<file path="src/rtl/i2cm_pkg.sv">
`timescale 1ns / 1ps

package i2cm_pkg;

  localparam int unsigned MAX_BYTES_DEF   = 16;
  localparam int unsigned BYTE_BITS       = 8;
  localparam logic [7:0]  PHASE_TICKS_RST = 8'd1;
  localparam logic [7:0]  ACK_TIMEOUT_RST = 8'd50;

  // configuration register indexes
  localparam logic CFG_PHASE_TICKS = 1'b0;
  localparam logic CFG_ACK_TIMEOUT = 1'b1;

  typedef enum logic [1:0] {
    OP_TICK  = 2'd0,
    OP_PUSH  = 2'd1,
    OP_WRITE = 2'd2,
    OP_READ  = 2'd3
  } op_e;

  typedef enum logic [1:0] {
    ST_OK        = 2'd0,
    ST_BUS_BUSY  = 2'd1,
    ST_ADDR_NACK = 2'd2
  } status_e;

  typedef enum logic [1:0] {
    ROLE_WADDR = 2'd0,
    ROLE_REG   = 2'd1,
    ROLE_RADDR = 2'd2,
    ROLE_DATA  = 2'd3
  } role_e;

  typedef enum logic [4:0] {
    S_IDLE     = 5'd0,
    S_START_A  = 5'd1,
    S_START_B  = 5'd2,
    S_RS_PREP  = 5'd3,
    S_TX_SET   = 5'd4,
    S_TX_HIGH  = 5'd5,
    S_TX_HOLD  = 5'd6,
    S_ACK_SET  = 5'd7,
    S_ACK_WAIT = 5'd8,
    S_RX_LOW1  = 5'd9,
    S_RX_LOW2  = 5'd10,
    S_RX_HIGH1 = 5'd11,
    S_RX_HIGH2 = 5'd12,
    S_MA_SET   = 5'd13,
    S_MA_HIGH  = 5'd14,
    S_STOP_A   = 5'd15,
    S_STOP_B   = 5'd16,
    S_STOP_C   = 5'd17
  } state_e;

  typedef struct packed {
    op_e        op;
    logic [6:0] dev_addr;
    logic [7:0] reg_addr;
    logic [4:0] byte_count;
    logic [7:0] tx_byte;
    logic       sda_sample;
  } item_t;

  typedef struct packed {
    logic       scl_release;
    logic       sda_release;
    logic [7:0] rx_byte;
    logic       rx_valid;
    logic       rx_last;
    logic       done_res;
    status_e    status;
    logic       busy_res;
  } result_t;

  typedef struct packed {
    logic [7:0] phase_ticks;
    logic [7:0] ack_timeout;
  } cfg_t;

endpackage

</file>
<file path="src/rtl/i2cm_wbuf.sv">
`timescale 1ns / 1ps

module i2cm_wbuf #(
  parameter int unsigned DEPTH = 16,
  localparam int unsigned IdxW = (DEPTH > 1) ? $clog2(DEPTH) : 1
) (
  input  logic            clk_i,
  input  logic            wr_en_i,
  input  logic [IdxW-1:0] wr_idx_i,
  input  logic [7:0]      wr_data_i,
  input  logic [IdxW-1:0] rd_idx_i,
  output logic [7:0]      rd_data_o
);

  logic [7:0] mem_q [DEPTH];

  always_ff @(posedge clk_i) begin
    if (wr_en_i) begin
      mem_q[wr_idx_i] <= wr_data_i;
    end
  end

  assign rd_data_o = mem_q[rd_idx_i];

endmodule

</file>
<file path="src/rtl/i2cm_seq.sv">
`timescale 1ns / 1ps

module i2cm_seq #(
  parameter int unsigned MAX_BYTES = 16
) (
  input  logic              clk_i,
  input  logic              rst_ni,
  input  logic              step_i,
  input  i2cm_pkg::item_t   item_i,
  input  i2cm_pkg::cfg_t    cfg_i,
  output i2cm_pkg::result_t res_o
);
  import i2cm_pkg::*;

  localparam int unsigned CntW = (MAX_BYTES > 1) ? $clog2(MAX_BYTES + 1) : 1;
  localparam int unsigned IdxW = (MAX_BYTES > 1) ? $clog2(MAX_BYTES) : 1;
  localparam logic [CntW:0] MaxCnt = (CntW + 1)'(MAX_BYTES);

  state_e          state_q, state_d;
  logic [7:0]      phase_q, phase_d;
  logic [3:0]      bit_q, bit_d;
  logic [7:0]      shift_q, shift_d;
  logic [CntW-1:0] done_cnt_q, done_cnt_d;
  logic [CntW-1:0] total_q, total_d;
  logic [7:0]      wait_q, wait_d;
  logic [6:0]      addr_q, addr_d;
  logic [7:0]      reg_q, reg_d;
  logic            is_read_q, is_read_d;
  logic [CntW-1:0] fill_q, fill_d;
  role_e           role_q, role_d;
  logic            fail_q, fail_d;

  logic            wr_en;
  logic [IdxW-1:0] rd_idx;
  logic [7:0]      rd_data;

  logic            last;
  logic [CntW:0]   done_inc;
  logic [7:0]      tick_lim;
  logic            phase_run;
  logic [8:0]      wait_inc;
  logic [4:0]      bit_inc;
  logic            acked;
  logic            scl_drv, sda_drv;

  assign done_inc  = {1'b0, done_cnt_q} + 1'b1;
  assign last      = done_inc >= {1'b0, total_q};
  assign tick_lim  = (cfg_i.phase_ticks == 8'd0) ? 8'd1 : cfg_i.phase_ticks;
  assign phase_run = ({1'b0, phase_q} + 9'd1) < {1'b0, tick_lim};
  assign wait_inc  = {1'b0, wait_q} + 9'd1;
  assign bit_inc   = {1'b0, bit_q} + 5'd1;
  assign acked     = !item_i.sda_sample;
  // a data byte reads the entry after the one just acknowledged
  assign rd_idx    = (role_q == ROLE_DATA) ? done_inc[IdxW-1:0] : done_cnt_q[IdxW-1:0];

  i2cm_wbuf #(
    .DEPTH(MAX_BYTES)
  ) u_wbuf (
    .clk_i    (clk_i),
    .wr_en_i  (wr_en),
    .wr_idx_i (fill_q[IdxW-1:0]),
    .wr_data_i(item_i.tx_byte),
    .rd_idx_i (rd_idx),
    .rd_data_o(rd_data)
  );

  // line drive, from the current state, shift register and byte counters
  always_comb begin
    scl_drv = 1'b1;
    sda_drv = 1'b1;
    unique case (state_q)
      S_START_B:                        sda_drv = 1'b0;
      S_RS_PREP:                        scl_drv = 1'b0;
      S_TX_SET, S_TX_HOLD: begin
        scl_drv = 1'b0;
        sda_drv = shift_q[7];
      end
      S_TX_HIGH:                        sda_drv = shift_q[7];
      S_ACK_SET, S_RX_LOW1, S_RX_LOW2:  scl_drv = 1'b0;
      S_MA_SET: begin
        scl_drv = 1'b0;
        sda_drv = last;
      end
      S_MA_HIGH:                        sda_drv = last;
      S_STOP_A: begin
        scl_drv = 1'b0;
        sda_drv = 1'b0;
      end
      S_STOP_B:                         sda_drv = 1'b0;
      default: ;
    endcase
  end

  // next state and datapath
  always_comb begin
    state_d    = state_q;
    phase_d    = phase_q;
    bit_d      = bit_q;
    shift_d    = shift_q;
    done_cnt_d = done_cnt_q;
    total_d    = total_q;
    wait_d     = wait_q;
    addr_d     = addr_q;
    reg_d      = reg_q;
    is_read_d  = is_read_q;
    fill_d     = fill_q;
    role_d     = role_q;
    fail_d     = fail_q;
    wr_en      = 1'b0;
    res_o          = '0;
    res_o.status   = ST_OK;

    if (state_q == S_IDLE) begin
      priority if (item_i.op == OP_PUSH) begin
        if ({1'b0, fill_q} < MaxCnt) begin
          wr_en  = 1'b1;
          fill_d = fill_q + 1'b1;
        end
      end else if (item_i.op == OP_WRITE || item_i.op == OP_READ) begin
        is_read_d = (item_i.op == OP_READ);
        if (!item_i.sda_sample) begin
          res_o.done_res = 1'b1;
          res_o.status   = ST_BUS_BUSY;
          if (item_i.op != OP_READ) begin
            fill_d = '0;
          end
        end else begin
          addr_d     = item_i.dev_addr;
          reg_d      = item_i.reg_addr;
          total_d    = (9'(item_i.byte_count) > 9'(MAX_BYTES)) ? CntW'(MAX_BYTES)
                                                               : CntW'(item_i.byte_count);
          done_cnt_d = '0;
          fail_d     = 1'b0;
          wait_d     = '0;
          role_d     = ROLE_WADDR;
          phase_d    = '0;
          state_d    = S_START_A;
        end
      end else begin
      end
    end else if (phase_run) begin
      phase_d = phase_q + 8'd1;
    end else begin
      phase_d = '0;
      unique case (state_q)
        S_RS_PREP: state_d = S_START_A;
        S_START_A: state_d = S_START_B;
        S_START_B: begin
          shift_d = {addr_q, role_q == ROLE_RADDR};
          bit_d   = '0;
          state_d = S_TX_SET;
        end
        S_TX_SET:  state_d = S_TX_HIGH;
        S_TX_HIGH: state_d = S_TX_HOLD;
        S_TX_HOLD: begin
          shift_d = {shift_q[6:0], 1'b0};
          bit_d   = bit_inc[3:0];
          if (bit_inc >= 5'(BYTE_BITS)) begin
            wait_d  = '0;
            state_d = S_ACK_SET;
          end else begin
            state_d = S_TX_SET;
          end
        end
        S_ACK_SET: state_d = S_ACK_WAIT;
        S_ACK_WAIT: begin
          if (!acked) begin
            wait_d = wait_inc[7:0];
          end
          if (acked || wait_inc > {1'b0, cfg_i.ack_timeout}) begin
            unique case (role_q)
              ROLE_WADDR: begin
                if (!acked) begin
                  fail_d  = 1'b1;
                  state_d = S_STOP_A;
                end else begin
                  shift_d = reg_q;
                  role_d  = ROLE_REG;
                  bit_d   = '0;
                  state_d = S_TX_SET;
                end
              end
              ROLE_REG: begin
                if (is_read_q) begin
                  role_d  = ROLE_RADDR;
                  state_d = S_RS_PREP;
                end else if (done_cnt_q < total_q && {1'b0, done_cnt_q} < MaxCnt) begin
                  shift_d = rd_data;
                  role_d  = ROLE_DATA;
                  bit_d   = '0;
                  state_d = S_TX_SET;
                end else begin
                  state_d = S_STOP_A;
                end
              end
              ROLE_RADDR: begin
                if (done_cnt_q < total_q) begin
                  shift_d = '0;
                  bit_d   = '0;
                  state_d = S_RX_LOW1;
                end else begin
                  state_d = S_STOP_A;
                end
              end
              default: begin
                if (!acked) begin
                  state_d = S_STOP_A;
                end else begin
                  done_cnt_d = done_inc[CntW-1:0];
                  if (done_inc < {1'b0, total_q} && done_inc < MaxCnt) begin
                    shift_d = rd_data;
                    bit_d   = '0;
                    state_d = S_TX_SET;
                  end else begin
                    state_d = S_STOP_A;
                  end
                end
              end
            endcase
          end
        end
        S_RX_LOW1: state_d = S_RX_LOW2;
        S_RX_LOW2: state_d = S_RX_HIGH1;
        S_RX_HIGH1: begin
          shift_d = {shift_q[6:0], item_i.sda_sample};
          bit_d   = bit_inc[3:0];
          if (bit_inc >= 5'(BYTE_BITS)) begin
            res_o.rx_valid = 1'b1;
            res_o.rx_byte  = {shift_q[6:0], item_i.sda_sample};
            res_o.rx_last  = last;
          end
          state_d = S_RX_HIGH2;
        end
        S_RX_HIGH2: state_d = ({1'b0, bit_q} >= 5'(BYTE_BITS)) ? S_MA_SET : S_RX_LOW1;
        S_MA_SET:   state_d = S_MA_HIGH;
        S_MA_HIGH: begin
          done_cnt_d = done_inc[CntW-1:0];
          if (done_inc < {1'b0, total_q}) begin
            shift_d = '0;
            bit_d   = '0;
            state_d = S_RX_LOW1;
          end else begin
            state_d = S_STOP_A;
          end
        end
        S_STOP_A: state_d = S_STOP_B;
        S_STOP_B: state_d = S_STOP_C;
        default: begin
          res_o.done_res = 1'b1;
          res_o.status   = fail_q ? ST_ADDR_NACK : ST_OK;
          if (!is_read_q) begin
            fill_d = '0;
          end
          state_d = S_IDLE;
        end
      endcase
    end

    res_o.scl_release = scl_drv;
    res_o.sda_release = sda_drv;
    res_o.busy_res    = (state_d != S_IDLE);
  end

  always_ff @(posedge clk_i or negedge rst_ni) begin
    if (!rst_ni) begin
      state_q    <= S_IDLE;
      phase_q    <= '0;
      bit_q      <= '0;
      shift_q    <= '0;
      done_cnt_q <= '0;
      total_q    <= '0;
      wait_q     <= '0;
      addr_q     <= '0;
      reg_q      <= '0;
      is_read_q  <= 1'b0;
      fill_q     <= '0;
      role_q     <= ROLE_WADDR;
      fail_q     <= 1'b0;
    end else if (step_i) begin
      state_q    <= state_d;
      phase_q    <= phase_d;
      bit_q      <= bit_d;
      shift_q    <= shift_d;
      done_cnt_q <= done_cnt_d;
      total_q    <= total_d;
      wait_q     <= wait_d;
      addr_q     <= addr_d;
      reg_q      <= reg_d;
      is_read_q  <= is_read_d;
      fill_q     <= fill_d;
      role_q     <= role_d;
      fail_q     <= fail_d;
    end
  end

endmodule

</file>
<file path="src/rtl/i2c_master_register_access.sv">
`timescale 1ns / 1ps
// Channel  Dir  Handshake                   Payload
// s_axis   in   s_axis_tvalid/tready        tdata: command fields, tuser: op
// m_axis   out  m_axis_tvalid/tready        tdata: line drive and status,
//                                           tuser: rx_valid, tlast: rx_last
// cfg      in   cfg_valid_i/cfg_ready_o     cfg_index_i, cfg_data_i
//
// One word in, one word out. A word is taken every cycle when the output side
// keeps up; it is held in the input register and its result is captured in the
// output register, which drives m_axis_tvalid.
// The input register is freed whenever the output register is empty or being
// drained, so a stall on m_axis holds at most one word on each side.
// Reset (rst_ni low) returns the sequencer to idle, empties both registers and
// loads phase_ticks = 1, ack_timeout = 50. Config writes are always taken.

module i2c_master_register_access #(
  parameter int unsigned MAX_BYTES = i2cm_pkg::MAX_BYTES_DEF
) (
  input  logic        clk_i,
  input  logic        rst_ni,
  input  logic        s_axis_tvalid,
  output logic        s_axis_tready,
  // [6:0] dev_addr, [14:7] reg_addr, [19:15] byte_count, [27:20] tx_byte,
  // [28] sda_sample, [31:29] zero
  input  logic [31:0] s_axis_tdata,
  // [1:0] op
  input  logic [1:0]  s_axis_tuser,
  output logic        m_axis_tvalid,
  input  logic        m_axis_tready,
  // [0] scl_release, [1] sda_release, [9:2] rx_byte, [10] done_res,
  // [12:11] status, [13] busy_res, [15:14] zero
  output logic [15:0] m_axis_tdata,
  // [0] rx_valid
  output logic        m_axis_tuser,
  output logic        m_axis_tlast,
  input  logic        cfg_valid_i,
  output logic        cfg_ready_o,
  input  logic        cfg_index_i,
  input  logic [7:0]  cfg_data_i
);
  import i2cm_pkg::*;

  logic    in_valid_q;
  item_t   in_item_q;
  logic    out_valid_q;
  result_t res_q;
  result_t res;
  cfg_t    cfg_q;
  logic    step;
  item_t   s_item;

  assign s_item.op         = op_e'(s_axis_tuser);
  assign s_item.dev_addr   = s_axis_tdata[6:0];
  assign s_item.reg_addr   = s_axis_tdata[14:7];
  assign s_item.byte_count = s_axis_tdata[19:15];
  assign s_item.tx_byte    = s_axis_tdata[27:20];
  assign s_item.sda_sample = s_axis_tdata[28];

  assign step          = in_valid_q && (!out_valid_q || m_axis_tready);
  assign s_axis_tready = !in_valid_q || step;
  assign cfg_ready_o   = 1'b1;

  always_ff @(posedge clk_i or negedge rst_ni) begin
    if (!rst_ni) begin
      in_valid_q <= 1'b0;
    end else if (s_axis_tready) begin
      in_valid_q <= s_axis_tvalid;
    end
  end

  always_ff @(posedge clk_i) begin
    if (s_axis_tvalid && s_axis_tready) begin
      in_item_q <= s_item;
    end
  end

  always_ff @(posedge clk_i or negedge rst_ni) begin
    if (!rst_ni) begin
      out_valid_q <= 1'b0;
    end else if (step) begin
      out_valid_q <= 1'b1;
    end else if (m_axis_tready) begin
      out_valid_q <= 1'b0;
    end
  end

  always_ff @(posedge clk_i) begin
    if (step) begin
      res_q <= res;
    end
  end

  always_ff @(posedge clk_i or negedge rst_ni) begin
    if (!rst_ni) begin
      cfg_q.phase_ticks <= PHASE_TICKS_RST;
      cfg_q.ack_timeout <= ACK_TIMEOUT_RST;
    end else if (cfg_valid_i && cfg_ready_o) begin
      unique case (cfg_index_i)
        CFG_PHASE_TICKS: cfg_q.phase_ticks <= cfg_data_i;
        CFG_ACK_TIMEOUT: cfg_q.ack_timeout <= cfg_data_i;
        default: ;
      endcase
    end
  end

  i2cm_seq #(
    .MAX_BYTES(MAX_BYTES)
  ) u_seq (
    .clk_i (clk_i),
    .rst_ni(rst_ni),
    .step_i(step),
    .item_i(in_item_q),
    .cfg_i (cfg_q),
    .res_o (res)
  );

  assign m_axis_tvalid = out_valid_q;
  assign m_axis_tdata  = {2'b00, res_q.busy_res, res_q.status, res_q.done_res,
                          res_q.rx_byte, res_q.sda_release, res_q.scl_release};
  assign m_axis_tuser  = res_q.rx_valid;
  assign m_axis_tlast  = res_q.rx_last;

`ifndef SYNTH
  // a finished transaction never reports itself still busy
  a_done_not_busy: assert property (@(posedge clk_i) disable iff (!rst_ni)
    out_valid_q |-> !(res_q.done_res && res_q.busy_res))
    else $error("done_res with busy_res");

  // status carries meaning only on the done word
  a_status_on_done: assert property (@(posedge clk_i) disable iff (!rst_ni)
    (out_valid_q && !res_q.done_res) |-> (res_q.status == ST_OK))
    else $error("status without done_res");

  // a received byte always falls inside a running transaction
  a_rx_in_txn: assert property (@(posedge clk_i) disable iff (!rst_ni)
    (step && res.rx_valid) |-> (res.busy_res && !res.done_res))
    else $error("rx_valid outside a transaction");

  // a held word in the input register is never dropped
  a_in_hold: assert property (@(posedge clk_i) disable iff (!rst_ni)
    (in_valid_q && !step) |=> (in_valid_q && $stable(in_item_q)))
    else $error("input word lost");
`endif

endmodule

</file>
<file path="config.mk">
export PLATFORM = sky130hd
export DESIGN_NAME = i2c_master_register_access
export DESIGN_NICKNAME = d
export VERILOG_FILES = /design/src/rtl/i2cm_pkg.sv /design/src/rtl/i2cm_wbuf.sv /design/src/rtl/i2cm_seq.sv /design/src/rtl/i2c_master_register_access.sv
export SDC_FILE = /design/constraint.sdc
export NUM_CORES = 1
export LEC_CHECK = 0
export ABC_AREA = 1
export BUFFER_PORTS_ARGS = -buffer_cell sky130_fd_sc_hd__buf_2
export CORE_AREA = 2 2 179 181
export CTS_BUF_LIST = sky130_fd_sc_hd__clkbuf_8
export CTS_CLUSTER_DIAMETER = 60
export DETAILED_ROUTE_END_ITERATION = 16
export DIE_AREA = 0 0 181 183
export GPL_ROUTABILITY_DRIVEN = 0
export PLACE_DENSITY_LB_ADDON = 0.2
export SYNTH_ARGS = -nofsm -noshare
export SYNTH_HDL_FRONTEND = slang
export SYNTH_SLANG_ARGS = --single-unit
</file>
<file path="constraint.sdc">
create_clock -name clk_i -period 4.7 [get_ports clk_i]
set_clock_uncertainty 0.2 [all_clocks]
set_input_delay 1.41 -clock clk_i [delete_from_list [all_inputs] [get_ports clk_i]]
set_output_delay 1.41 -clock clk_i [all_outputs]
set_load 0.01 [all_outputs]
</file>
Word level (Yosys, flattened, before mapping):

Memory sizes are Yosys's and may differ from the RTL's.
Cells that the tools add are included.

* flip-flop bits (word level): 132
* RAM bits: 128
* word-level logic and storage cells: 254
* memories kept: 1

Memory list
* u_seq.u_wbuf.mem_q: depth 16, bits a word 8, rd ports 1, clocked after Yosys merged registers in 0, write ports 1, RTL line i2cm_wbuf.sv:15 `logic [7:0] mem_q [DEPTH];`

* $add $sub $neg: 6
* $lt $le $gt $ge: 11
* equality and inequality tests: 49
* mux-type cells: 105
* bitwise gates (word level): 6
* reduce and logical (&&, ||, !) cells: 45

Operators by type and width (count)
* $mux W8: 18
* $mux W5: 26
* $pmux W5 S16: 1
* $mux W4: 12
* $eq A5 B4 Y1 const B: 8
* $pmux W8 S5: 1
* $mux W3: 9
* $mux W2: 12
* $pmux W8 S3: 1
* $reduce_and A12 Y1: 2
* $ne A3 B3 Y1 const B: 7
* $eq A5 B3 Y1 const B: 4
* $add A8 B1 Y9 const B: 2
* $reduce_and A9 Y1: 2
* $mux W1: 17
* $pmux W4 S4: 1
* $pmux W8 S2: 1
* $reduce_and A8 Y1: 2
* $reduce_or A16 Y1: 1
* $ne A3 B2 Y1 const B: 5
* $pmux W5 S3: 1
* $ne A2 B2 Y1 const B: 7
* $pmux W4 S3: 1
* $reduce_or A3 Y1: 4
* 46 further kinds: 77

Longest topological paths before layout:

* word-level depth: 11
* gate-level depth with buffers: 23
* depth with buffers taken out: 23

Cells and area by module:

A second synthesis with hierarchy kept.

* cells, all modules: 1374
* area, all modules: 12698.4 um^2

By module, submodules not included
* i2cm_wbuf: instances 1, cells each 543, area each 5606.6 um^2, seq. area each 3843.7 um^2
* i2cm_seq: instances 1, cells each 697, area each 4892.2 um^2, seq. area each 1676.6 um^2
* i2c_master_register_access: instances 1, cells each 134, area each 2199.6 um^2, seq. area each 1866.8 um^2

Worst setup path after synthesis:

No wires, ideal clock.

* path kind: in2out
* start point: in m_axis_tready
* end point: out s_axis_tready
* data arrival time: 1613 ps
* data required time: 3090 ps
* slack: 1477 ps
* stages on the path: 2
* cells stage by stage: inv_1 nand3_1

* cells in the longest elaborated chain, start to end: 3

Ends and longest elaborated chain
* start: declaration: RTL line i2c_master_register_access.sv:29 `input logic m_axis_tready,`
* $logic_or A1 B1 Y1: RTL line i2c_master_register_access.sv:59 `assign step = in_valid_q && (!out_valid_q || m_axis_tready);`
* $logic_and A1 B1 Y1: RTL line i2c_master_register_access.sv:59
* $logic_or A1 B1 Y1: RTL line i2c_master_register_access.sv:60 `assign s_axis_tready = !in_valid_q || step;`
* end: declaration: RTL line i2c_master_register_access.sv:22 `output logic s_axis_tready,`

Every way passes these cells.

Final worst setup path:

* start point: reg u_seq.wait_q[0]
* end point: reg u_seq.shift_q[4]

* cells in the longest elaborated chain, start to end: 5

Ends and longest elaborated chain
* start: declaration: RTL line i2cm_seq.sv:25 `logic [7:0] wait_q, wait_d;`
* start signal: assignment: RTL line i2cm_seq.sv:286 `wait_q <= wait_d;`
* $add A8 B1 Y9: RTL line i2cm_seq.sv:50 `assign wait_inc = {1'b0, wait_q} + 9'd1;`
* $gt A9 B8 Y1: RTL line i2cm_seq.sv:170 `if (acked || wait_inc > {1'b0, cfg_i.ack_timeout}) begin`
* $logic_or A1 B1 Y1: RTL line i2cm_seq.sv:170
* $ne A2 B1 Y1 (no line)
* $reduce_and A12 Y1 (no line)
* end signal: assignment: RTL line i2cm_seq.sv:283 `shift_q <= shift_d;`
* end: declaration: RTL line i2cm_seq.sv:22 `logic [7:0] shift_q, shift_d;`

Every way passes these cells.
A chain may end at the register's enable or synchronous reset.

==> impl_metrics.env <==
export IMPL_drc=0
export IMPL_pre_cts_ws_ps=1080
export IMPL_critical_path_class="register to register"
export IMPL_path_delay_family="simple AND/OR/NAND/NOR gates"
export IMPL_min_period_ps=3590
export IMPL_n_antenna_cell=0
export IMPL_yosys_area_share_adder_pct=3.45
export IMPL_synthTopCellsByArea="edfxtp_1 43%, dfrtp_1 16%, nand2_1 12%, nand3_1 6.6%, inv_1 3.7%"
export IMPL_num_vias=9030
export IMPL_cap_violations=0
export IMPL_clk_insertion_delay_late_ps=550
export IMPL_first_iter_violations=711
export IMPL_rows=65
export IMPL_start_util_pct=39.5
export IMPL_peakVddDrop_mv=0.203
export IMPL_required_ps=4990
export IMPL_final_max_slew_viol_count=0
export IMPL_dpl_cell_area_sq_um=13000
export IMPL_max_stage_delay_ps=460
export IMPL_synth_mux_area_share_pct=0
export IMPL_rsz0062_at_grt="no"
export IMPL_cp_end_kind="register"
export IMPL_crit_path_top_delay_cell="nor2_2"
export IMPL_cts_tree="yes"
export IMPL_cp_arrival_ps=3880
export IMPL_avgViaCountPerCell=4.98
export IMPL_clock_sinks=260
export IMPL_final_common_cell="nand2_1"
export IMPL_dpl_hpwl_mm=19.5
export IMPL_cts_buffer_depth=3
export IMPL_synth_cells=1300
export IMPL_ys_ff_latch=260
export IMPL_final_util_pct=44.4
export IMPL_min_path_type="register to register"
export IMPL_dp_cells=1734
export IMPL_synth_edf_count=175
export IMPL_power_mw=6.80
export IMPL_crit_chain="ha_1 > nand2_1 > nor2_1 > or2_2 > nand2_1 > inv_1 > ha_1 > nand2_1 > nor2_1 > nand2_1 > nand3_1 > nand2_1 > nand2_1 > a21boi_0 > nand2_1 > nand3_1 > nor2_2 > inv_2 > nor2_1 > nand2_1 > nand2_1"
export IMPL_seq_area_frac_synth_pct=59.9
export IMPL_yosys_area_top_type="edfxtp_1"
export IMPL_cts_resized=0
export IMPL_syn_area_per_cell_sq_um=9.48
export IMPL_fmax_ghz=0.278
export IMPL_synth_compound_area_share_pct=5.51
export IMPL_final_cell_count_no_fill=1813
export IMPL_layout_nets=1460
export IMPL_final_setup_tns_ps=0
export IMPL_detail_route_antenna_nets=0
export IMPL_hold_slack_ps=253
export IMPL_port_buffers=62
export IMPL_tightest_slew_ps=1210
export IMPL_drive_gt1_share_pct=12.5
export IMPL_grt_total_usage_pct=18.1
export IMPL_synth_top_family_by_area="simple AND/OR/NAND/NOR gates"
export IMPL_cts_root_buf="clkbuf_8"
export IMPL_async_flop_share_pct=32.7
export IMPL_synth_cell_types=45
export IMPL_coreArea_sq_um=31200
export IMPL_worst_slack_ps=1110
export IMPL_synth_top_cell_area_share_pct=42.6
export IMPL_postCtsSetupRepairBufs=0
export IMPL_die_w_microns=181
export IMPL_layout_common_cells="390 x nand2_1, 175 x edfxtp_1, 162 x nand3_1"
export IMPL_grt_pass1_wl_mm=47.2
export IMPL_io_pins=69
export IMPL_cts_inserted_buffers=44
export IMPL_clk_pin_slew_worst_paths_ps=60
export IMPL_die_y_microns=183
export IMPL_grt_pass1_vias=8759
export IMPL_first_pass_iters=5
export IMPL_report_final_hold_viol_count=0
export IMPL_startpoint_type="register"
export IMPL_ctsHoldBuffers=0
export IMPL_synth_area_sq_um=12300
export IMPL_powerDensity_nw_per_um2=491
export IMPL_fin_area_sq_um=13900
export IMPL_p_leak_nw=6.04
export IMPL_htreeDepth=2
export IMPL_wl_per_cell_microns=16.2
export IMPL_synth_warnings=0
export IMPL_slew_limit_headroom_pct=19.4
export IMPL_outcome="complete, no violations"
export IMPL_cp_num_buf_inv=2
export IMPL_synth_xor_area_share_pct=0.904
export IMPL_crit_top_cell="nand2_1"
export IMPL_synth_simple_gate_area_share_pct=24.2
export IMPL_area_growth_pct=12.4
export IMPL_path_max_fanout=12
export IMPL_synth_flop_cell="edfxtp_1"
export IMPL_setup_viol_count_final=0
export IMPL_grt_max_degree=65
export IMPL_antenna_found_initial=0
export IMPL_min_period_over_period_pct=76.5
export IMPL_dieArea_sq_um=33100
export IMPL_n_fill_cell=3058
export IMPL_overflow=0
export IMPL_drt_total_wl_mm=29.4
==> flip-flops by register name, summed over array words and instances, names as in the netlist, 2 cells and up <==
name	cells
u_seq.fill_q	5
u_seq.bit_q	4
m_axis_tdata	14
cfg_q	16
u_seq.u_wbuf.mem_q	128
u_seq.state_q	5
u_seq.done_cnt_q	5
u_seq.reg_q	8
u_seq.shift_q	8
u_seq.phase_q	8
u_seq.wait_q	8
in_item_q	31
u_seq.total_q	5
u_seq.addr_q	7
u_seq.role_q	2
==> final timing paths <==
| check | cells after the start | to | slack, ps | startpoint |
|---|---|---|---|---|
| worst min-delay path | 2 | u_seq.addr_q[6] | 250 | in_item_q[28] |
| min in group asynchronous | 1 | u_seq.addr_q[2] | 690 | rst_ni |
| worst max register to register | 21 | u_seq.shift_q[4] | 1110 | u_seq.wait_q[0] |
| worst max-delay path | 21 | u_seq.shift_q[4] | 1110 | u_seq.wait_q[0] |
| worst min register to register | 2 | u_seq.addr_q[6] | 250 | in_item_q[28] |
| max in group asynchronous | 2 | cfg_q[5] | 2740 | rst_ni |
==> worst reg2reg max path, stage by stage (launching register included) <==
cell and delay (ps):
dfrtp_1 430, ha_1 250, nand2_1 70, nor2_1 80
or2_2 280, nand2_1 80, inv_1 50, ha_1 280
nand2_1 60, nor2_1 150, nand2_1 60, nand3_1 70
nand2_1 50, nand2_1 80, a21boi_0 140, nand2_1 100
nand3_1 180, nor2_2 460, inv_2 230, nor2_1 130
nand2_1 60, nand2_1 60
==> synth_stat cells, types with 3 or more instances <==
master and number:
edfxtp_1 175, buf_2 20, a21oi_1 24, buf_4 5, nor2_2 6, nand3_1 162, xor2_1 9, inv_2 18
nor2_4 4, nor4_1 3, o211ai_1 3, o22ai_1 4, nand2_1 390, a22o_1 3, o21ai_1 14, nor2_1 87
nand2_4 3, inv_1 120, dfstp_2 4, clkbuf_1 12, o31ai_1 5, nor3_1 10, ha_1 34, nand4_1 10
o21ai_0 60, dfrtp_1 81, nand2_2 7
==> cell type report <==
| class | instances | area (sq um) | area share (%) |
|---|---|---|---|
| clock buffers | 45 | 619 | 4.47 |
| clock inverters | 34 | 204 | 1.47 |
| inverters | 138 | 518 | 3.74 |
| multi-input cells | 863 | 4240 | 30.6 |
| flip-flops and latches | 260 | 7390 | 53.3 |
| well taps | 402 | 503 | 3.63 |
| repair buffers | 71 | 380 | 2.75 |
==> kinds of logic (layout without fill, tap and decap cells) <==
kind of cell | Yosys count | after routing
adder cells (fa/ha/maj) | 34 | 34
XOR/XNOR | 11 | 11
other | 2 | 3
AND/OR/NAND/NOR | 692 | 692
flip-flops | 260 | 260
AO/OA/AOI/OAI | 123 | 123
buffers and inverters | 178 | 288
==> report_power, final <==
group | total, mW | internal [mW] | switching (mW)
Sequential | 2.92 | 2.71 | 0.204
Clock | 1.92 | 1.00 | 0.915
Combinational | 1.96 | 0.616 | 1.34
==> routing by layer <==
metal	track usage, %	wire, microns	up-vias
li1	-	-	4493
met1	25.3	13500	4247
met2	29.4	13700	242
met3	2.90	1570	48
met4	4.98	620	0
met5	0	0	-
No activity file was read; power rests on OpenSTA's default activity.
